<file path="src/hdl/ddpid_pkg.sv">
// ----------------------------------------------------------------------------
// ddpid_pkg
// Shared widths, register map and types for the differential drive PID.
// ----------------------------------------------------------------------------
package ddpid_pkg;

    localparam int SAMPLE_WIDTH = 16;

    localparam int GAIN_W  = 24;
    localparam int LIMIT_W = 16;
    localparam int INTEG_W = 32;
    localparam int DRIVE_W = 32;
    localparam int DUTY_W  = 16;

    localparam int ERR_W  = SAMPLE_WIDTH + 1;
    localparam int DIFF_W = SAMPLE_WIDTH + 2;

    // integral + error before saturation
    localparam int ISUM_W = ((ERR_W > INTEG_W) ? ERR_W : INTEG_W) + 1;

    // products of an unsigned gain (sign bit added) and a signed operand
    localparam int PROD_P_W = GAIN_W + 1 + ERR_W;
    localparam int PROD_I_W = GAIN_W + 1 + INTEG_W;
    localparam int PROD_D_W = GAIN_W + 1 + DIFF_W;

    // one loop term (three products), and the left/right mix of two terms
    localparam int TERM_W = GAIN_W + 1 + ((DIFF_W > INTEG_W) ? DIFF_W : INTEG_W) + 2;
    localparam int MIX_W  = TERM_W + 1;

    localparam int FRAC_SHIFT = 12;
    localparam int Q_W        = MIX_W - FRAC_SHIFT;

    // configuration port
    localparam int DATA_W = 32;
    localparam int ADDR_W = 5;
    localparam int IDX_W  = 3;

    localparam logic [IDX_W-1:0] REG_KP_SPEED    = 3'd0;
    localparam logic [IDX_W-1:0] REG_KI_SPEED_DT = 3'd1;
    localparam logic [IDX_W-1:0] REG_KD_SPEED    = 3'd2;
    localparam logic [IDX_W-1:0] REG_KP_TURN     = 3'd3;
    localparam logic [IDX_W-1:0] REG_KI_TURN_DT  = 3'd4;
    localparam logic [IDX_W-1:0] REG_KD_TURN     = 3'd5;
    localparam logic [IDX_W-1:0] REG_DRIVE_LIMIT = 3'd6;

    localparam logic [GAIN_W-1:0]  KP_RESET    = 24'd191693;
    localparam logic [GAIN_W-1:0]  KI_RESET    = 24'd1597;
    localparam logic [GAIN_W-1:0]  KD_RESET    = 24'd3993600;
    localparam logic [LIMIT_W-1:0] LIMIT_RESET = 16'd25600;

    typedef struct packed {
        logic [GAIN_W-1:0] kp;
        logic [GAIN_W-1:0] ki;
        logic [GAIN_W-1:0] kd;
    } t_gains;

endpackage

</file>
<file path="src/hdl/ddpid_loop.sv">
// ----------------------------------------------------------------------------
// ddpid_loop
// One PID loop: gated saturating integral update and the Q39.20 loop term.
// ----------------------------------------------------------------------------
module ddpid_loop
    import ddpid_pkg::*;
(
    input  t_gains                    i_gains,
    input  logic signed [ERR_W-1:0]   i_err,
    input  logic signed [ERR_W-1:0]   i_prev_err,
    input  logic signed [INTEG_W-1:0] i_integ,
    input  logic                      i_integ_en,
    output logic signed [INTEG_W-1:0] o_integ,
    output logic signed [TERM_W-1:0]  o_term
);

    logic signed [ISUM_W-1:0]   isum;
    logic signed [INTEG_W-1:0]  isat;
    logic signed [DIFF_W-1:0]   diff;
    logic signed [PROD_P_W-1:0] prod_p;
    logic signed [PROD_I_W-1:0] prod_i;
    logic signed [PROD_D_W-1:0] prod_d;

    always_comb begin
        isum = ISUM_W'(i_integ) + ISUM_W'(i_err);
        // out of range when bit 31 and the bits above it are not all sign copies
        if (isum[ISUM_W-1:INTEG_W-1] != {(ISUM_W-INTEG_W+1){isum[ISUM_W-1]}}) begin
            isat = isum[ISUM_W-1] ? {1'b1, {(INTEG_W-1){1'b0}}}
                                  : {1'b0, {(INTEG_W-1){1'b1}}};
        end else begin
            isat = isum[INTEG_W-1:0];
        end
        o_integ = i_integ_en ? isat : i_integ;
    end

    assign diff   = DIFF_W'(i_err) - DIFF_W'(i_prev_err);
    assign prod_p = $signed({1'b0, i_gains.kp}) * i_err;
    assign prod_i = $signed({1'b0, i_gains.ki}) * o_integ;
    assign prod_d = $signed({1'b0, i_gains.kd}) * diff;

    assign o_term = TERM_W'(prod_p) + TERM_W'(prod_i) + TERM_W'(prod_d);

endmodule

</file>
<file path="config.mk">
export PLATFORM = sky130hd
export DESIGN_NAME = ddpid_loop
export DESIGN_NICKNAME = d
export VERILOG_FILES = /design/src/hdl/ddpid_pkg.sv /design/src/hdl/ddpid_loop.sv
export SDC_FILE = /design/constraint.sdc
export NUM_CORES = 2
export LEC_CHECK = 0
export BUFFER_PORTS_ARGS = -buffer_cell sky130_fd_sc_hd__buf_2
export CAP_MARGIN = 0
export CORE_UTILIZATION = 40
export DETAILED_ROUTE_END_ITERATION = 10
export GPL_TIMING_DRIVEN = 0
export SYNTH_ARGS = -nofsm -noshare
export SYNTH_HDL_FRONTEND = slang
export SYNTH_SLANG_ARGS = --single-unit
</file>
<file path="constraint.sdc">
create_clock -name vclk -period 24
set_input_delay 4.8 -clock vclk [all_inputs]
set_output_delay 4.8 -clock vclk [all_outputs]
set_load 0.02 [all_outputs]
</file>
Word level (Yosys, flattened, before mapping):

Index checks and enable logic that the tools add are counted.

* register bits after elaboration: 0
* logic and storage cells: 11

* $add $sub $neg: 4
* multipliers: 3
* equality and inequality tests: 1
* multiplexer cells: 3

Operators with widths (count)
* $mux 32: 3
* $add 58x43->59: 1
* $add 42x57->58: 1
* $mul 25x32->57: 1
* $mul 25x18->43: 1
* $mul 25x17->42: 1
* $add 32x17->33: 1
* $sub 17x17->18: 1
* $ne 1x1->1: 1

Longest topological paths before layout:

* word-level depth: 7
* depth in mapped cells: 46
* gate-level depth less buffers: 41

Worst setup path before layout:

Ideal clock, no wire load.

* kind: input-to-output
* start: input i_err[1]
* end: output o_term[55]
* arrival: 15376 ps
* data required time: 19200 ps
* path slack: 3824 ps
* cell stages on the path: 41
* cell sequence: clkbuf_1 clkbuf_1 inv_1 fa_1 nor2b_1 o31a_1 o211a_1 o21ai_1 a31oi_1 o21ai_1 a31oi_1 o21ai_2 buf_4 o2bb2ai_2 buf_2 nand2_1 fa_1 inv_1 [... 5 more ...] fa_1 fa_1 fa_1 fa_1 inv_1 fa_1 inv_1 ha_1 a21oi_1 o211ai_1 a21oi_1 a21bo_2 a31oi_1 a31o_2 a311o_1 a21oi_1 mux2_2 nor3_1

* cells in the longest elaborated chain, start to end: 7
* elaborated cells on any way between the ends: 11
* those cells by class: add/sub (4); mul (3); eq/ne (1); mux (3)

Ends and longest elaborated chain
* start: declaration: RTL line ddpid_loop.sv:9 `input logic signed [ERR_W-1:0] i_err,`
* $add 32x17->33 *: RTL line ddpid_loop.sv:25 `isum = ISUM_W'(i_integ) + ISUM_W'(i_err);`
* $mux 32 / $ne 1x1->1 (equally long branches): RTL line ddpid_loop.sv:28, ddpid_loop.sv:27
* $mux 32 *: RTL line ddpid_loop.sv:27 `if (isum[ISUM_W-1:INTEG_W-1] != {(ISUM_W-INTEG_W+1){isum[ISUM_W-1]}}) begin`
* $mux 32 *: RTL line ddpid_loop.sv:33 `o_integ = i_integ_en ? isat : i_integ;`
* named net o_integ[18]: RTL line ddpid_loop.sv:13 `output logic signed [INTEG_W-1:0] o_integ,`
* $mul 25x32->57 *: RTL line ddpid_loop.sv:38 `assign prod_i = $signed({1'b0, i_gains.ki}) * o_integ;`
* $add 42x57->58 *: RTL line ddpid_loop.sv:41 `assign o_term = TERM_W'(prod_p) + TERM_W'(prod_i) + TERM_W'(prod_d);`
* $add 58x43->59 *: RTL line ddpid_loop.sv:41
* end: declaration: RTL line ddpid_loop.sv:14 `output logic signed [TERM_W-1:0] o_term`

Mark *: on every way through the listed nets, which the timed path passes. The rest lies on a longest branch.

Final worst setup path:

* start: input i_err[1]
* end: output o_term[55]

* cells in the longest elaborated chain, start to end: 7
* elaborated cells on any way between the ends: 11
* those cells by class: add/sub (4); mul (3); eq/ne (1); mux (3)

Ends and longest elaborated chain (RTL line)
* $add 32x17->33: ddpid_loop.sv:25
* $mux 32 / $ne 1x1->1 (equally long branches): ddpid_loop.sv:28, ddpid_loop.sv:27
* $mux 32: ddpid_loop.sv:27
* $mux 32: ddpid_loop.sv:33
* $mul 25x32->57: ddpid_loop.sv:38
* $add 42x57->58: ddpid_loop.sv:41
* $add 58x43->59 *: ddpid_loop.sv:41

Every way passes the cells marked *; elsewhere a longest branch is shown, timed or not.

==> impl_metrics.yaml <==
die:
  initial_core_util_pct: 40.3
  die_y_um: 388
  die-area_um2: 150000
  die_w_um: 388
  std_cell_rows: 141
  core_area_um2: 148000
  io_pins: 230
grt:
  grt_max_degree: 43
  gr-total-overflow: 0
  grt_pass1_wl_um: 321000
  grt_pass1_vias: 48800
  antenna_found_initial: 24
  track_usage_pct: 29.2
critical_path:
  critPathTopFamily: "adder cells"
  required_ps: 19200
  crit_top_cell: "fa_1"
  crit_path_start_kind: "primary input"
  cp_slowest_stage_delay_ps: 800
  endpoint_kind: "primary output"
  cp_slowest_cell: "o2bb2ai_2"
  cp_max_fo: 10
  critical_path_class: "in -> out"
  cp_num_buf_inv: 10
  arrival_ps: 19000
logic_synthesis:
  yosysMostFrequentCell: "inv_1"
  yosysTopAreaCell: "fa_1"
  synth_top_family_by_area: "adder cells"
  seq_area_frac_synth_pct: 0
  netlist_area_um2: 59500
  yosysWarnings: 0
  muxShareOfSynthArea_pct: 0.0694
  synth_compound_area_share_pct: 4.19
  yosys-top-cells-area: "fa_1, inv_1, ha_1"
  synth_fa_ha_area_share_pct: 65.5
  synthSimpleGateAreaFrac_pct: 15.2
  synth_top_area_share_pct: 55.8
  synth_xor_area_share_pct: 1.41
  avgSynthCellArea_um2: 9.04
  syn-num-nets: 8845
  yosys.cell_types.count: 70
  syn_inst: 6586
  ys_top_cells_by_count: "inv_1, fa_1, nand2_1"
place:
  gp_congestion: 1.01
  pre_cts_slack_ps: -1120
  dpl-instance-area_um2: 63100
  dpl.hpwl_um: 191000
  port_buffers: 212
outcome:
  status: "finished, violations left"
  violations: "capacitance limit"
timing:
  fin_crit_ps: 23800
  worst_slack_ps: 200
  hold_viol_final: 0
  maxSlewHeadroom_pct: 1.17
  setup_viol: 0
  tightest_slew_ps: 1470
  final-max-slew-violation-count: 0
  max_freq_mhz: 42.0
  finalSetupTns_ps: 0
  rsz0062_at_grt: "true"
  post-route-period-util_pct: 99.2
cells_and_area:
  nets: 9069
  fin_util_pct: 43.0
  syn2layout_area_growth_pct: 6.67
  final_layout_size_suffix_gt1_share_pct: 5.19
  design.seq.count: 0
  seq_area_um2: 0
  fin_area_um2: 63500
  nClkBuffers: 0
drt:
  drt_drc_violations_left: 0
  vias: 45600
  routedWlPerCell_um: 24.5
  viasPerCell: 5.21
  drtIter0Drc: 3888
  dr.pass1.iters: 6
  ant_nets: 0
  routed_wirelength_um: 215000
worst_hold_path:
  holdCritStartpoint: "i_gains[48]"
  hold_class: "in -> out"
  min_path_cells: 4
  whs_endpoint: "o_term[0]"
clock_network:
  cts_hold_buf: 0
job:
  timing.max_cap.violations: 1
[metal layers]
layer / GRT usage, % / wire (µm) / part of all wire [%]
met2: 45.6 / 95900 / 45
met1: 40.1 / 87700 / 41
met4: 11.3 / 10200 / 4.7
met5: 0 / 132 / 0.061
met3: 5.46 / 20900 / 9.7
[logic make-up after synthesis]
family / after synthesis
xor gates and xnor gates: 96
buffers and inverters: 2138
and+or+nand+nor: 1876
AOI/OAI and AO/OA: 352
adders and majority gates: 2120
muxes: 4
[per-stage QoR]
stage,cells,hold slack (ps)
detailed placement,8733,10260
floorplan,6586,9910
CTS,8733,10270
global route,8742,10320
finish,8749,10250
global placement,8728,10260
[final cells by class]
type / count / area (µm²)
fill: 14600 / 84200
multi-input combinational: 4448 / 51800
inverter: 1837 / 6900
tap: 1930 / 2410
buffer: 301 / 1220
timing repair buffer: 222 / 1180
antenna: 11 / 27.5
[placed cells by master (no fill, tap or decap), types with 55 or more instances in the layout]
cell type / instances
fa_1: 1658
ha_1: 462
nor2b_1: 68
clkbuf_1: 232
buf_2: 265
inv_1: 1837
xnor2_1: 70
o21ai_0: 55
nor2_1: 77
nand2_1: 978
and2_1: 618
a21oi_1: 94
[repair_timing]
action                                  in CTS  in global routing
endpoints found under the setup margin      26                 17
pin swaps                                    0                  5
resized for setup                           26                 13
setup buffers                                0                  5
[how the worst max path moves through the flow]
stage          depth (start not counted)         end      from
5_1_grt                               41  o_term[55]  i_err[1]
6_report                              41  o_term[55]  i_err[1]
3_3_place_gp                          39  o_term[54]  i_err[1]
2_1_floorplan                         41  o_term[55]  i_err[1]
3_5_place_dp                          41  o_term[55]  i_err[1]
4_1_cts                               44  o_term[54]  i_err[1]
